===== config.mk =====
export PLATFORM = sky130hd
export DESIGN_NAME = alm_ram
export DESIGN_NICKNAME = d
export VERILOG_FILES = /design/src/alm_ram.sv
export SDC_FILE = /design/constraint.sdc
export NUM_CORES = 2
export LEC_CHECK = 0
export BUFFER_PORTS_ARGS = -buffer_cell sky130_fd_sc_hd__buf_4
export CELL_PAD_IN_SITES_DETAIL_PLACEMENT = 2
export CELL_PAD_IN_SITES_GLOBAL_PLACEMENT = 2
export CORE_UTILIZATION = 30
export DETAILED_ROUTE_END_ITERATION = 10
export PLACE_DENSITY_LB_ADDON = 0.1
export SLEW_MARGIN = 20
export SYNTH_ARGS = -nofsm -noshare
export SYNTH_HDL_FRONTEND = slang
export SYNTH_SLANG_ARGS = --single-unit

===== constraint.sdc =====
create_clock -name aclk -period 2.8 [get_ports aclk]
set_clock_uncertainty 0.1 [all_clocks]
set_input_delay 0.56 -clock aclk [delete_from_list [all_inputs] [get_ports aclk]]
set_output_delay 0.56 -clock aclk [all_outputs]
set_load 0.05 [all_outputs]

===== src/alm_ram.sv =====
// generic single-port ram with registered read
`default_nettype none

module alm_ram #(
    parameter int WIDTH = 8,
    parameter int DEPTH = 256,
    localparam int AW = $clog2(DEPTH)
) (
    input  wire logic             aclk,
    input  wire logic             we,
    input  wire logic [AW-1:0]    addr,
    input  wire logic [WIDTH-1:0] wdata,
    output logic      [WIDTH-1:0] rdata
);

    logic [WIDTH-1:0] mem [DEPTH];
    logic [WIDTH-1:0] rdata_reg;

    // write, or read into the output register
    always_ff @(posedge aclk) begin
        if (we) begin
            mem[addr] <= wdata;
        end else begin
            rdata_reg <= mem[addr];
        end
    end

    assign rdata = rdata_reg;

endmodule

`default_nettype wire


* Word level (Yosys, flattened, before mapping)
Memory sizes are Yosys's and may differ from the RTL's. A register that Yosys moved wholly into a read port is not among the register bits.
Index checks and enable logic that the tools add are counted.
** Word-level totals
- Register bits :: 0
- Latch bits :: 0
- Bits in writable memories :: 2048
- ROM bits :: 0
- Bits of input ports :: 18
- Logic and storage cells :: 4
- Memories :: 1
** Memories
- mem :: words 256, bits a word 8, read ports 1, clocked after Yosys merged registers in 1, wr ports 1, line 16 : logic [WIDTH-1:0] mem [DEPTH];
** Operators by class
- Add/sub/neg operators :: 0
- Multipliers :: 0
- Divide/modulo/power cells :: 0
- $lt $le $gt $ge :: 0
- Equality and inequality tests :: 0
- Shift operators :: 0
- Multiplexer cells :: 2
- Bitwise gates (word level) :: 0
- Reduce and logical (&&, ||, !) cells :: 1
** Operators by type and width (number)
- 1-bit two-way mux :: 2
- 1-bit logical NOT :: 1

* Longest topological paths before layout
- Depth after elaboration :: 2
- Depth in mapped cells :: 8
- Gate-level depth less buffers :: 5

* Worst setup path before layout
Ideal clock, no wire load.
- Path type :: input -> register
- Start :: input addr[0]
- End :: memory mem[107][0], enable pin
- Setup time :: 0.370 ns
- Arrival :: 2.364 ns
- Setup slack :: -0.034 ns
- Cell stages on the path :: 8
- Buffers on the path :: 4
- Cell sequence :: buf_2 -> buf_2 -> clkbuf_1 -> nand2_1 -> nor2_1 -> nand2_1 -> clkbuf_1 -> nor2_1
** RTL lines
- from (decl) :: line 11 : input wire logic [AW-1:0] addr,
- to (decl) :: line 16
Straight into the memory's write port.

==> impl_metrics.py <==
metrics = {
    "power": {
        "pwr-share-comb_pct": 5.5,
        "power_frac_seq_pct": 50.4,
        "clkPwrFrac_pct": 44.1,
        "p_leak_nw": 30.60,
        "switching_share_pct": 21.99,
        "ir_worst_vdd_v": 0.0005928,
        "internal_power_mw": 52.66,
        "power.switching_mw": 14.84,
        "pwr_density_cell_mw_per_mm2": 698.7,
    },
    "timing": {
        "report.final.slew_viol_count": 0,
        "finalSetupViolCount": 0,
        "grt_setup_unrepaired": "false",
        "fin_crit_ns": 2.787,
        "worst_pin_slew_ns": 1.103,
        "report.final.hold_viol_count": 0,
        "setup_slack_ns": 0.01343,
        "slew_headroom_pct": 26.22,
        "finalCritPeriodShare_pct": 99.52,
        "clock.fmax_ghz": 0.3589,
    },
    "synth": {
        "synth-adder-area-share_pct": 0,
        "yosys_register_bits": 2056,
        "yosysWarnings": 0,
        "yosys.area_share.simple_pct": 1.733,
        "synth_area_leader_cell": "edfxtp_1",
        "synthMuxAreaShare_pct": 14.68,
        "yosysTopAreaCellShare_pct": 78.61,
        "yosysUniqueCellTypes": 20,
        "avgSynthCellArea_sq_um": 22.15,
        "synth_compound_area_share_pct": 3.620,
        "synth_area_sq_mm": 0.07853,
        "yosysSeqAreaShare_pct": 78.61,
        "syn_inst": 3545,
        "synth_top_family_by_area": "multiplexers",
        "synthXorXnorAreaFrac_pct": 0,
        "synth_nets": 3563,
        "synth_area_leaders": "edfxtp_1, mux4_2, a22oi_1, nor2_1, a21oi_1",
    },
    "hold_path": {
        "min_path_type": "primary input to register",
    },
    "placed_design": {
        "place_ws_ns": -1.348,
        "hpwl_um": 165700,
        "numPortBuffers": 25,
        "place_congestion": 0.7804,
        "placed_cells_incl_taps": 7542,
    },
    "global_routing": {
        "gr-usage-all-layers_pct": 19.08,
        "grt-ovfl-total": 0,
        "grt_pass1_vias": 44170,
        "grt_pass1_wl_um": 353900,
        "grt_max_degree": 79,
        "antenna_found_initial": 13,
    },
    "floorplan": {
        "die_h_um": 513.6,
        "rows": 187,
        "die_area_sq_mm": 0.2638,
        "dieWidth_um": 513.6,
        "coreArea_sq_mm": 0.2599,
        "initial_core_util_pct": 30.21,
        "io_pins": 26,
    },
    "cts": {
        "cts.sink_count": 2056,
        "clockBufferDepth": 3,
        "post_cts_buffers": 0,
        "clk_pin_slew_ns": 0.06,
        "cts_buffers": 227,
        "clockRootBuffer": "clkbuf_16",
        "clk_latency_ns": 0.87,
        "cts_max_level": 4,
        "cts_tree": "yes",
    },
    "finish": {
        "layout_commonest_cell": "edfxtp_1",
        "regArea_sq_mm": 0.06174,
        "areaGrowthSynthToFinish_pct": 23.02,
        "num-nets-final": 4295,
        "fill_cells": 24690,
        "finalNonFillerCells": 7965,
        "largest_reg_flops": 2048,
        "drive_gt1_share_pct": 35.71,
        "layout_common_cells": "edfxtp_1, buf_4, mux4_2",
        "utilization_pct": 37.17,
        "multiInputGateArea_sq_mm": 0.01602,
    },
    "setup_path": {
        "endpoint_kind": "register",
        "start_kind": "primary input",
        "critPathMaxFanout": 19,
        "crit_chain": "buf_8, buf_12, buf_12, mux4_2, a22oi_1, a21oi_1, o41ai_4, buf_4, nand4_1",
        "path_common_cell": "buf_12",
        "critical_path_class": "primary input to register",
        "r2r_setup_slack_ns": 0.10,
        "cp_slowest_cell": "o41ai_4",
        "slowest_delay_ns": 0.63,
        "critPathArrivalTime_ns": 3.27,
        "worstPathRequired_ns": 3.29,
    },
    "route": {
        "drc": 0,
        "first_iter_violations": 3456,
        "vias": 39770,
        "postRouteAntennaNets": 0,
        "first_pass_iters": 5,
        "post_drt_wl_per_cell_um": 31.37,
        "totalWireLength_um": 249800,
        "vias_per_cell": 4.993,
    },
    "status": {
        "outcome": "complete, no violations",
    },
    "flow_run": {
        "cap_violations": 0,
    },
}
-- critical path: cells and delay by family --
family / cells / cell delay, ns
simple gates: 1 / 0.09
compound gates: 3 / 1.06
mux: 1 / 0.59
buf+inv: 4 / 0.90
-- stage by stage --
stage               total power, mW  setup TNS [ns]  cell area [sq um]  hold slack [ns]
global route                  69.64               0              96610          0.02982
detailed placement            38.46         -447.31              89030           0.9137
floorplan                     36.16          -7.601              78530           0.5589
global placement              38.38         -432.03              89010           0.8994
finish                        67.51               0              96620          0.05245
CTS                           68.46               0              96560         0.009499
-- synth_stat cells --
cell type and count:
or2_2 2, buf_2 34, nor2b_1 8, inv_1 1, nand4_1 9, clkbuf_1 140
edfxtp_1 2056, nand2_1 25, buf_6 15, buf_4 10, nor3_1 27, nand3_1 17
o41ai_1 32, a21oi_1 128, a22oi_1 256, and2_1 3, mux4_2 512, nand2b_1 5
nor2_1 234, buf_1 31
-- logic make-up (layout without fill, tap and decap cells) --
group	Yosys count	in the layout
compound gates	416	416
flops	2056	2056
simple gates	330	330
other cells	0	2
buf+inv	231	1153
mux	512	512
-- final timing paths --
path | start | to | cells after the start
worst max register to register | mem[95][5] | rdata[5] | 6
worst min register to register | mem[49][5] | rdata[5] | 5
worst min-delay path | wdata[4] | mem[83][4] | 1
worst max-delay path | addr[0] | rdata[5] | 9
-- final cells by class --
cell class	instances	share of cell area [%]
antenna	2	0.005180
clock buffer	277	6.118
clock inverter	142	1.502
inverter	1	0.003885
multi-input combinational	1258	16.58
sequential	2056	63.90
tap	3496	4.527
timing repair buffer	733	7.365
-- power by group through the flow --
stage	Clock, mW	Combinational (mW)	Sequential, mW
after floorplan	0	1.50	34.7
after global placement	0	3.73	34.6
after detailed placement	0	3.81	34.6
after CTS	30.6	3.85	34.0
after global routing	31.7	3.97	34.0
final	29.8	3.73	34.0
-- routing by layer --
layer | vias up | global-route usage, % | part of all wire (%)
met1 | 21940 | 25.67 | 44
met4 | 2 | 4.766 | 2.3
li1 | 16600 | - | -
met5 | - | 0 | 0.0028
met2 | 917 | 32.18 | 50
met3 | 310 | 3.019 | 4.3
-- timing repair --
| action | 4_1_cts | 5_1_grt |
|---|---|---|
| setup endpoints to repair | 6 | 5 |
| hold buffers | 1 | 0 |
| pin swaps | 1 | 1 |
| gates resized for setup | 16 | 7 |
| hold endpoints to repair | 19 | 0 |
| cloned | 1 | 0 |
(Power assumes the default switching activity.)
