`config.mk`:
```
export PLATFORM = sky130hd
export DESIGN_NAME = alm_link_view
export DESIGN_NICKNAME = d
export VERILOG_FILES = /design/src/alm_link_view.sv
export SDC_FILE = /design/constraint.sdc
export NUM_CORES = 1
export LEC_CHECK = 0
export ABC_AREA = 1
export ABC_CLOCK_PERIOD_IN_PS = 4050
export BUFFER_PORTS_ARGS = -buffer_cell sky130_fd_sc_hd__buf_2
export CAP_MARGIN = 0
export CORE_AREA = 3 3 40 42
export DETAILED_ROUTE_END_ITERATION = 16
export DIE_AREA = 0 0 43 45
export MAX_ROUTING_LAYER = met4
export PLACE_DENSITY_LB_ADDON = 0.12
export SLEW_MARGIN = 5
export SYNTH_ARGS = -nofsm -noshare
export SYNTH_HDL_FRONTEND = slang
export SYNTH_SLANG_ARGS = --single-unit
```
`constraint.sdc`:
```
create_clock -name vclk -period 4.05
set_clock_uncertainty 0.1 [all_clocks]
set_input_delay 0.81 -clock vclk [all_inputs]
set_output_delay 0.81 -clock vclk [all_outputs]
set_load 0.02 [all_outputs]
```
`src/alm_link_view.sv`:
```
// decodes a link word, supplying the reset free chain for entries not yet written
`default_nettype none

module alm_link_view #(
    parameter int CAPACITY = 255,
    localparam int SW = $clog2(CAPACITY + 1)
) (
    input  wire logic [SW-1:0] addr,      // entry the word was read from
    input  wire logic [SW:0]   raw,       // {member, next} as stored
    input  wire logic [SW:0]   fill,      // entries below this one were written
    input  wire logic          head_wr,   // sentinel entry was written
    output logic      [SW-1:0] next_slot,
    output logic               member
);

    logic          written;
    logic [SW-1:0] fresh_next;

    // entries at or above the fill mark still hold the initial chain
    always_comb begin
        if (addr == '0) begin
            written = head_wr;
        end else begin
            written = ({1'b0, addr} < fill);
        end
        if (addr == '0 || addr == SW'(CAPACITY)) begin
            fresh_next = '0;
        end else begin
            fresh_next = SW'(addr + SW'(1));
        end
        next_slot = written ? raw[SW-1:0] : fresh_next;
        member    = written && raw[SW] && (addr != '0);
    end

endmodule

`default_nettype wire

```
Word level (Yosys, flattened, before mapping) --
Index checks and enable logic that the tools add are counted.
Word-level totals: flip-flop bits (word level) 0, input bits 27, output and inout port bits 9
Cells by class: add/subtract/negate cells 1, magnitude comparators 1, equality and inequality tests 1, multiplexer cells 3, reduce and logical (&&, ||, !) cells 5
Operator list (count):
- 2-to-1 mux 8 bit | 2
- < comparator 8 x 9 -> 1 bit | 1
- adder 8 x 1 -> 8 bit, second input constant | 1
- == test 8 bit, second input constant | 1
- zero test 8 bit | 1
- nonzero test 8 bit | 1
- logical AND 1 bit | 2
- logical OR 1 bit | 1
- 2-to-1 mux 1 bit | 1

Longest topological paths before layout --
Gate-level depths: netlist (run 1).
depth in word-level cells 4, depth in mapped cells 11, mapped depth without buffers 11

Least setup slack after synthesis (run 1) --
OpenSTA, ideal clock, no wires.
kind input-to-output, start point in fill[6], end point out member, arrival time 1.845 ns, required time 3.140 ns, path slack 1.295 ns, stages 9, buffers on the path 0, path through inv_1 ha_1 nand2_1 nand2_1 nand2_1 nand2_1 nor2_4 nand3_4 nor2_1
Between the ends: word-level cells in the longest chain between the ends 4
RTL lines:
- start, declared | line 10 | input wire logic [SW:0] fill,
- < comparator 8 x 9 -> 1 bit | line 24 | written = ({1'b0, addr} < fill);
- 2-to-1 mux 1 bit | line 21 | if (addr == '0) begin
- logical AND 1 bit (2 in a row) | line 32 | member = written && raw[SW] && (addr != '0);
- end, declared | line 13 | output logic member
Every way passes these cells.

Worst setup path after layout (run 1) --
start point in addr[4], end point out next_slot[2]
Between the ends: word-level cells in the longest chain between the ends 4, elaborated cells on any way between the ends 7, classes of those cells order compare: 1; eq/ne: 1; mux: 3; reduce/logical: 2
RTL lines:
- start, declared | line 8 | input wire logic [SW-1:0] addr,
- parallel branches: the longest is 3 deep, another holds < comparator 8 x 9 -> 1 bit
- 2-to-1 mux 8 bit (*) | line 31 | next_slot = written ? raw[SW-1:0] : fresh_next;
- end, declared | line 12 | output logic [SW-1:0] next_slot,
Every way passes the cells marked *.

==> results of run 1 <==
through the flow:
step / setup slack (ns) / cell area [um^2] / power (uW) / utilization [%] / hold WS [ns]
6_report: 1.01 / 823 / 92.9 / 64.1 / 1.82
4_1_cts: 0.999 / 823 / 94.2 / 64.1 / 1.83
5_1_grt: 0.839 / 823 / 107 / 64.1 / 1.84
3_3_place_gp: 1.02 / 823 / 92.0 / 64.1 / 1.82
3_5_place_dp: 1.00 / 823 / 93.8 / 64.1 / 1.83
2_1_floorplan: 1.30 / 624 / 59.2 / - / 1.64
synth_stat cells:
master   count
nand2_1     45
nand3_1     12
inv_1       21
nor2_4       2
nor2_1      15
o21ai_2      1
nand4_1      2
a21oi_1      1
inv_2        2
xnor2_1      2
nand3_4      1
nand2_4      2
nor2_2       2
xor2_1       1
ha_1         9
nand2_2      2
final cells by class:
type                            count  share of cell area [%]
Multi-Input combinational cell     97                    65.3
Inverter                           23                    10.5
Tap cell                           15                    2.28
Timing Repair Buffer               36                    21.9
cell families (layout without fill, tap and decap cells):
logic type / Yosys count / count (layout) / synth area share, %
compound gates: 2 / 2 / 2.20
xor+xnor: 3 / 3 / 4.21
simple gates: 83 / 83 / 61.7
fa+ha+maj: 9 / 9 / 18.0
buf+inv: 23 / 59 / 13.8
worst max-delay path, delay by kind of cell:
| family | cells | cell delay [ns] |
|---|---|---|
| adder cells (fa/ha/maj) | 1 | 0.32 |
| AND/OR/NAND/NOR | 8 | 0.65 |
| buffers and inverters | 3 | 0.34 |
routing by layer:
metal  vias up  GRT usage, %  share of wire (%)
li1        441             -                  -
met1       320          22.9                 46
met2        18          26.9                 49
met3         0         0.797                5.9
met4         0          1.20                  0
met5         -             -                  0
how the worst min path moves through the flow:
stage | slack, ns | start | endpoint | cells past startpoint
finish | 1.82 | raw[5] | next_slot[5] | 4
global route | 1.84 | raw[7] | next_slot[7] | 4
CTS | 1.83 | raw[5] | next_slot[5] | 4
detailed placement | 1.83 | raw[5] | next_slot[5] | 4
global placement | 1.82 | raw[5] | next_slot[5] | 4
floorplan | 1.64 | raw[8] | member | 2
power by group through the flow:
| stage | clock (uW) | combinational [uW] | sequential (uW) |
|---|---|---|---|
| 4_1_cts | 0 | 94.2 | 0 |
| 5_1_grt | 0 | 107 | 0 |
| 3_3_place_gp | 0 | 92.0 | 0 |
| 2_1_floorplan | 0 | 59.2 | 0 |
| 6_report | 0 | 92.9 | 0 |
| 3_5_place_dp | 0 | 93.8 | 0 |
placed cells by master, fill, tap and decap left out, drive strengths merged:
master / Yosys / final
nand2: 49 / 49
xor2: 1 / 1
nand3: 13 / 13
o21ai: 1 / 1
a21oi: 1 / 1
nor2: 19 / 19
nand4: 2 / 2
inv: 23 / 23
buf: 0 / 36
xnor2: 2 / 2
ha: 9 / 9
==> key figures, run 1 <==
Finish
  • Area of the multi-input gates: 538 um^2
  • Clock Buffer Count: 0
  • Number of fill cells: 131
  • Layout cells sized above 1: between 30% and 40%
  • Layout area overhead: 31.9%
  • Fin nets: 194
  • Seq Cell Count: 0
  • Final Non-Filler Cells: 171
  • Register area: 0 um^2
  • Ant diodes: 0

Power
  • Reg power frac: 0%
  • Comb pwr share: 100.0%
  • Max VDD drop: between 0.00004 and 0.00005 V
  • Pleak: 0.000559 uW
  • Sw Share: 60.4%
  • PwrDens: 113 nW/um^2
  • Int Pwr: 36.8 uW
  • Sw power: 56.1 uW
  • Clk pwr share: 0%

Floorplanning
  • Boundary pin count: 36
  • Starting Density: between 40% and 50%
  • Core area: 1280 um^2
  • Die H: approximately 45 um
  • Total die area: between 1500 and 2000 um^2
  • Row count: 13
  • Die Wd: 43 um

Setup path
  • Worst Setup SP: addr[4]
  • CP max FO: 10
  • Worst path most repeated cell: nand2_1
  • Crit path capture type: output pin
  • Critical Path RT: ~3.1 ns
  • CP cell instances: buf_2 > ha_1 > nand2_1 > inv_1 > nand2_1 > nand2_1 > nand2_1 > nand3_4 > nand2_4 > nand2_1 > nand2_1 > buf_2
  • Crit path launch type: input port
  • Worst setup endpoint: next_slot[2]
  • Critical Path AT: about 2.1 ns
  • Slowest CP cell: ha_1
  • Crit-path max cell delay: 0.32 ns
  • WS Path Type: input port to output pin

Route
  • Vias: slightly below 800
  • Post-Route WL: 1430 um
  • Antenna-violating nets left: 0
  • Via density per instance: 4.56
  • DR pass1 iterations: 4
  • Starting DRT DRC Count: 18
  • Avg WL per Cell: 8.36 um
  • Residual DRC: 0

Synth
  • Synthesis Warnings: 0
  • Top post-synthesis cells by area: nand2_1 (27%), ha_1 (18%), inv_1 (13%), nand3_1 (9.6%), nor2_1 (9.0%)
  • Register area share after synthesis: 0%
  • Distinct cells, synth: 16
  • Mapped Area: around 620 um^2
  • Leading area contributor after synthesis: nand2_1
  • Syn nets: 156
  • Post-Syn Area per Cell: 5.20 um^2
  • Post-Syn Instances: 120
  • Post-synth top area share: 27.1%

GRT
  • Vias in the first global route: 627
  • Pin count of the biggest net entering global routing: 11
  • GRT Util Overall: 16.2%
  • Initial antenna violation count: 0
  • Total congestion overflow: 0
  • Global-route wire length before repair: 2510 um

Clocking
  • Post-CTS Resized: 0
  • Hold-fix buffers, CTS: 0
  • Setup Buffers After CTS: 0

STA
  • Final Hold Fails: 0
  • Setup tns final: 0 ns
  • Endpoints failing setup: 0
  • Max transition margin: between 80% and 90%
  • Tcrit/Tclk final: approximately 75%
  • Min Tclk post-route: 3.04 ns
  • Max Clk Rate: between 300 and 400 MHz
  • Max Slew Vio Count: 0
  • Unrepaired setup endpoints after global routing: false
  • Worst-margin pin slew: 0.255 ns

Min path
  • Hold crit path type: input port to output pin

Flow run
  • Number of max-cap violations: 0

Place
  • GPL Wtd Cong: 0.809
  • Placed Cells: 171
  • DP Wirelength: 1300 um
  • Port Buf Inserts: 36

Outcome
  • Status: complete, no violations
No activity file was read; power rests on OpenSTA's default activity.
==> run 2, diff against run 1 <==
- ABC_AREA: 1 -> 0
- ABC_CLOCK_PERIOD_IN_PS: 4050 -> 2900
- clock period: 4.05 -> 2.9 ns (I/O delays scaled with it)
==> run 2 against run 1 <==
The run now ends with negative setup slack left. Combinational power rose by 110%. Cell count fell by 27%. Total power rose by 110%. Final area rose by 30%. Critical endpoint is now next_slot[3]. Largest cell class unchanged. Largest power group unchanged.
==> key figures, run 2 <==
Setup path
  • Crit path launch type: input port
  • Critical Path RT: 2.22 ns (-0.92 ns)
  • Crit path capture type: output pin
  • CP max FO: 6 (-4)
  • WS Path Type: input port to output pin
  • Critical Path AT: 2.27 ns (+0.14 ns)

Finish
  • Clock Buffer Count: 0 (unchanged)
  • Seq Cell Count: 0 (unchanged)
  • Fin nets: 148 (-24%)
  • Ant diodes: 0 (unchanged)
  • Commonest non-fill, non-tap cell in the layout: buf_2
  • Final Non-Filler Cells: 125 (-27%)
  • Layout cells sized above 1: 70.0% (+39 points)
  • Layout area overhead: 121%
  • Register area: 0 um^2 (unchanged)
  • Most frequent cells in the layout: buf_2 (24), buf_6 (13), buf_4 (11)

Floorplanning
  • Core area: 1280 um^2 (unchanged)
  • Starting Density: 37.8% (-11 points)
  • Row count: 13 (unchanged)
  • Total die area: 1940 um^2 (unchanged)
  • Die H: 45 um (unchanged)
  • Die Wd: 43 um (unchanged)
  • Boundary pin count: 36 (unchanged)

Synth
  • Syn nets: 96 (-38%)
  • Post-synth top area share: 23.2% (-3.9 points)
  • Mapped Area: 485 um^2 (-22%)
  • Top-count cell post-synth: inv_1
  • Distinct cells, synth: 22 (+6)
  • Post-Syn Instances: 60 (-50%)
  • Post-Syn Area per Cell: 8.09 um^2 (+56%)
  • Top post-synthesis cells by area: ha_1 (23%), o2bb2ai_1 (13%), inv_1 (7.7%), xor2_1 (7.2%), nand3_1 (6.2%)
  • Register area share after synthesis: 0% (unchanged)
  • Synthesis Warnings: 0 (unchanged)
  • Leading area contributor after synthesis: ha_1
  • Synth top cells by count: inv_1 (10), ha_1 (9), o2bb2ai_1 (7)

STA
  • Final Hold Fails: 0 (unchanged)
  • Max transition margin: 78.8% (-4.1 points)
  • Tcrit/Tclk final: 102%
  • Worst-margin pin slew: 0.317 ns (+0.0627 ns)
  • Setup tns final: -0.320 ns (-0.320 ns)
  • Max Slew Vio Count: 0 (unchanged)
  • Unrepaired setup endpoints after global routing: true
  • Endpoints failing setup: 9 (+9)
  • Final Worst Setup Slack: -0.0523 ns (-1.07 ns)
  • Max Clk Rate: between 300 and 400 MHz
  • Min Tclk post-route: 2.95 ns

Route
  • Starting DRT DRC Count: 0 (-18)
  • Post-Route WL: 1800 um (+26%)
  • Via density per instance: 5.18 (+14%)
  • Vias: 648 (-17%)
  • Avg WL per Cell: 14.4 um (+72%)
  • Residual DRC: 0 (unchanged)
  • Antenna-violating nets left: 0 (unchanged)
  • DR pass1 iterations: 1 (-3)

GRT
  • Pin count of the biggest net entering global routing: 7 (-4)
  • GRT Util Overall: 15.5% (-0.68 points)
  • Total congestion overflow: 0 (unchanged)
  • Initial antenna violation count: 0 (unchanged)
  • Global-route wire length before repair: 2330 um (-7.4%)
  • Vias in the first global route: 563 (-10%)

Power
  • Sw Share: 46.8% (-14 points)
  • Pleak: 0.000499 uW (-11%)
  • Int Pwr: 105 uW (+190%)
  • PwrDens: 184 nW/um^2 (+63%)
  • Clk pwr share: 0% (unchanged)
  • Max VDD drop: 0.000122 V (+160%)
  • Reg power frac: 0% (unchanged)
  • Comb pwr share: 100.0% (about the same)
  • Sw power: 92.4 uW (+65%)

Outcome
  • Status: complete, but fails checks
  • Violated checks: negative setup slack

Place
  • Placed Cells: 121 (-29%)
  • Port Buf Inserts: 36 (unchanged)
  • GPL Wtd Cong: 0.757 (-6.4%)
  • DP Wirelength: 1180 um (-9.3%)

Min path
  • Hold crit path type: input port to output pin

Flow run
  • Number of max-cap violations: 0 (unchanged)

Clocking
  • Hold-fix buffers, CTS: 0 (unchanged)
run 2: metrics by stage:
| step | setup WS (ns) | cell area [um^2] | hold slack (ns) | utilization (%) | total power [uW] |
|---|---|---|---|---|---|
| 2_1_floorplan | 0.121 | 485 | 1.19 | - | 66.4 |
| 3_3_place_gp | -0.225 | 759 | 1.38 | 59.1 | 122 |
| 3_5_place_dp | -0.285 | 759 | 1.38 | 59.1 | 125 |
| 4_1_cts | -0.0730 | 898 | 1.37 | 69.9 | 156 |
| 5_1_grt | -0.131 | 1070 | 1.38 | 83.5 | 211 |
| 6_report | -0.0523 | 1070 | 1.37 | 83.5 | 197 |
run 2: worst paths after layout:
kind / startpoint / to / slack [ns] / cells after the start
worst max-delay path: addr[7] / next_slot[3] / -0.05 / 10
worst min-delay path: raw[7] / next_slot[7] / 1.37 / 3
run 2: power by group through the flow:
| stage | clock (uW) | combinational (uW) | sequential (uW) |
|---|---|---|---|
| after floorplan | 0 | 66.4 | 0 |
| after global placement | 0 | 122 | 0 |
| after detailed placement | 0 | 125 | 0 |
| after CTS | 0 | 156 | 0 |
| after global routing | 0 | 211 | 0 |
| final | 0 | 197 | 0 |
run 2: critical path: stages:
cell,delay (ns)
buf_4,0.13
ha_4,0.23
and4b_2,0.25
nand3_2,0.10
nand2_4,0.06
buf_6,0.12
o31ai_4,0.31
buf_6,0.22
o2bb2ai_4,0.13
buf_6,0.13
run 2: cells by family after synthesis:
| logic type | after synthesis | synth area share (%) |
|---|---|---|
| simple gates | 19 | 26.3 |
| compound gates | 15 | 28.9 |
| buf+inv | 10 | 7.73 |
| fa+ha+maj | 9 | 23.2 |
| xor+xnor | 6 | 10.8 |
| mux | 1 | 3.09 |
run 2: area by class of cell:
class | count | area (um^2)
fill | 75 | 211
multi-input combinational | 50 | 626
inverter | 10 | 45.0
timing repair buffer | 50 | 384
tap | 15 | 18.8
run 2: routing by layer:
layer	global-route usage, %	share of wire, %	up-vias	wire length (um)
li1	-	-	324	-
met1	20.0	38	293	678
met2	29.0	54	25	973
met3	0.398	5.6	6	100
met4	0	2.6	0	46
met5	-	0	-	0
run 2: timing repair:
item | 4_1_cts | 5_1_grt
pin swaps | 5 | 10
resized for setup | 27 | 29
setup buffers | 1 | 3
endpoints found under the setup margin | 8 | 8
endpoints found under the hold margin | 0 | 0
==> run 3, diff against run 2 <==
- ABC_CLOCK_PERIOD_IN_PS: 2900 -> 3290
- clock period: 2.9 -> 3.29 ns (I/O delays scaled with it)
==> run 3 against run 2 <==
The flow now finishes without violations. First-iteration DRC count unchanged. Non-clock buffer count shrank 9. Critical endpoint unchanged. Total power decreased by 46%. Via count fell by 12%. Largest cell class unchanged. Critical path depth is 1 lower. Combinational power down 46%. Global-route usage shrank 1.4 points. Count of clock-buffer cells in the layout did not move.
==> key figures, run 3 (synthesized netlist as in run 2, its figures left out) <==
Outcome
  • Status: complete, no violations

Floorplanning
  • Die H: 45 um (unchanged)
  • Core area: 1280 um^2 (unchanged)
  • Boundary pin count: 36 (unchanged)
  • Die Wd: 43 um (unchanged)
  • Row count: 13 (unchanged)
  • Total die area: 1940 um^2 (unchanged)
  • Starting Density: 37.8% (unchanged)

Place
  • Pre-CTS setup slack: 0.00295 ns (+0.288 ns)
  • Port Buf Inserts: 36 (unchanged)
  • DP Wirelength: 1120 um (-5.2%)
  • GPL Wtd Cong: 0.691 (-8.7%)
  • Placed Cells: 116 (-4.1%)

Power
  • Pleak: 0.000398 uW (-20%)
  • Comb pwr share: 100.0% (about the same)
  • Sw power: 56.4 uW (-39%)
  • Sw Share: 53.4% (+6.6 points)
  • Max VDD drop: 0.0000757 V (-38%)
  • Clk pwr share: 0% (unchanged)
  • Int Pwr: 49.2 uW (-53%)
  • Total power: 106 uW (-46%)
  • Reg power frac: 0% (unchanged)
  • PwrDens: 145 nW/um^2 (-21%)

STA
  • Min Tclk post-route: roughly 3.2 ns
  • Setup tns final: 0 ns (+0.320 ns)
  • Worst-margin pin slew: 0.489 ns (+0.172 ns)
  • Max transition margin: 67.2% (-12 points)
  • Unrepaired setup endpoints after global routing: false
  • Tcrit/Tclk final: 95.9%
  • Final Worst Setup Slack: 0.137 ns (+0.189 ns)
  • Final Hold Fails: 0 (unchanged)
  • Max Slew Vio Count: 0 (unchanged)
  • Endpoints failing setup: 0 (-9)
  • Max Clk Rate: around 320 MHz

Finish
  • Most frequent cells in the layout: buf_2 (36), inv_1 (10), ha_1 (9)
  • Fin nets: 139 (-6.1%)
  • Layout cells sized above 1: 47.5% (-22 points)
  • Ant diodes: 0 (unchanged)
  • Clock Buffer Count: 0 (unchanged)
  • Number of fill cells: 136 (+81%)
  • Seq Cell Count: 0 (unchanged)
  • Final Non-Filler Cells: 116 (-7.2%)
  • Layout area overhead: 49.7%
  • Area of the multi-input gates: 453 um^2 (-28%)
  • Commonest non-fill, non-tap cell in the layout: buf_2
  • Register area: 0 um^2 (unchanged)

Route
  • DR pass1 iterations: 1 (unchanged)
  • Post-Route WL: 1290 um (-28%)
  • Vias: 573 (-12%)
  • Avg WL per Cell: 11.1 um (-23%)
  • Residual DRC: 0 (unchanged)
  • Starting DRT DRC Count: 0 (unchanged)
  • Via density per instance: 4.94 (-4.7%)
  • Antenna-violating nets left: 0 (unchanged)

Flow run
  • Number of max-cap violations: 0 (unchanged)

GRT
  • Vias in the first global route: 545 (-3.2%)
  • Global-route wire length before repair: 2190 um (-5.6%)
  • Total congestion overflow: 0 (unchanged)
  • GRT Util Overall: 14.2% (-1.4 points)
  • Pin count of the biggest net entering global routing: 7 (unchanged)
  • Initial antenna violation count: 0 (unchanged)

Setup path
  • Crit path capture type: output pin
  • Crit path launch type: input port
  • Crit-path max cell delay: 0.36 ns (+0.05 ns)
  • Slowest CP cell: a21oi_1
  • WS Path Type: input port to output pin
  • CP cell instances: buf_2 > ha_1 > and4b_1 > nand3_1 > a21oi_1 > o31ai_4 > buf_4 > o2bb2ai_1 > buf_2
  • Worst path most repeated cell: buf_2
  • Critical Path RT: 2.53 ns (+0.31 ns)
  • CP max FO: 5 (-1)
  • Critical Path AT: 2.40 ns (+0.13 ns)

Clocking
  • Post-CTS Resized: 1 (-96%)
  • Setup Buffers After CTS: 0 (-1)
  • Hold-fix buffers, CTS: 0 (unchanged)

Min path
  • Hold crit path type: input port to output pin
[run 3: cell count changes in the layout (fill, tap and decap cells not counted), sizes merged]
cell | previous run | this run
buf | 50 | 41
[run 3: power by group through the flow]
stage	Clock (uW)	Combinational (uW)	Sequential, uW
detailed placement	0	106	0
global placement	0	105	0
floorplan	0	58.5	0
CTS	0	107	0
global route	0	118	0
finish	0	106	0
[run 3: path summary, 6_finish.rpt]
check	start	endpoint	slack, ns	depth (start not counted)
setup / recovery	addr[7]	next_slot[3]	0.14	9
hold / removal	raw[0]	next_slot[0]	1.54	3
[run 3: critical path: cells and delay by family]
family / cells / cell delay [ns]
adders and majority gates: 1 / 0.30
buffers and inverters: 3 / 0.48
AOI/OAI and AO/OA: 3 / 0.63
and+or+nand+nor: 2 / 0.33
[run 3: routing by layer]
layer | share of wire, % | vias to the layer above | global-route usage (%)
li1 | - | 305 | -
met1 | 44 | 249 | 18.6
met2 | 49 | 19 | 25.7
met3 | 7.4 | 0 | 0.797
met4 | 0 | 0 | 0
met5 | 0 | - | -
[run 3: through the flow]
stage / hold WS, ns / utilization (%) / cell area [um^2]
5_1_grt: 1.56 / 56.6 / 727
6_report: 1.54 / 56.6 / 727
3_3_place_gp: 1.53 / 56.2 / 722
3_5_place_dp: 1.54 / 56.2 / 722
4_1_cts: 1.54 / 56.6 / 727
2_1_floorplan: 1.34 / - / 485
[run 3: final cells by class]
cell class / count / share of cell area (%)
well taps: 15 / 2.58
inverters: 10 / 5.16
multi-input cells: 50 / 62.3
repair buffers: 41 / 29.9
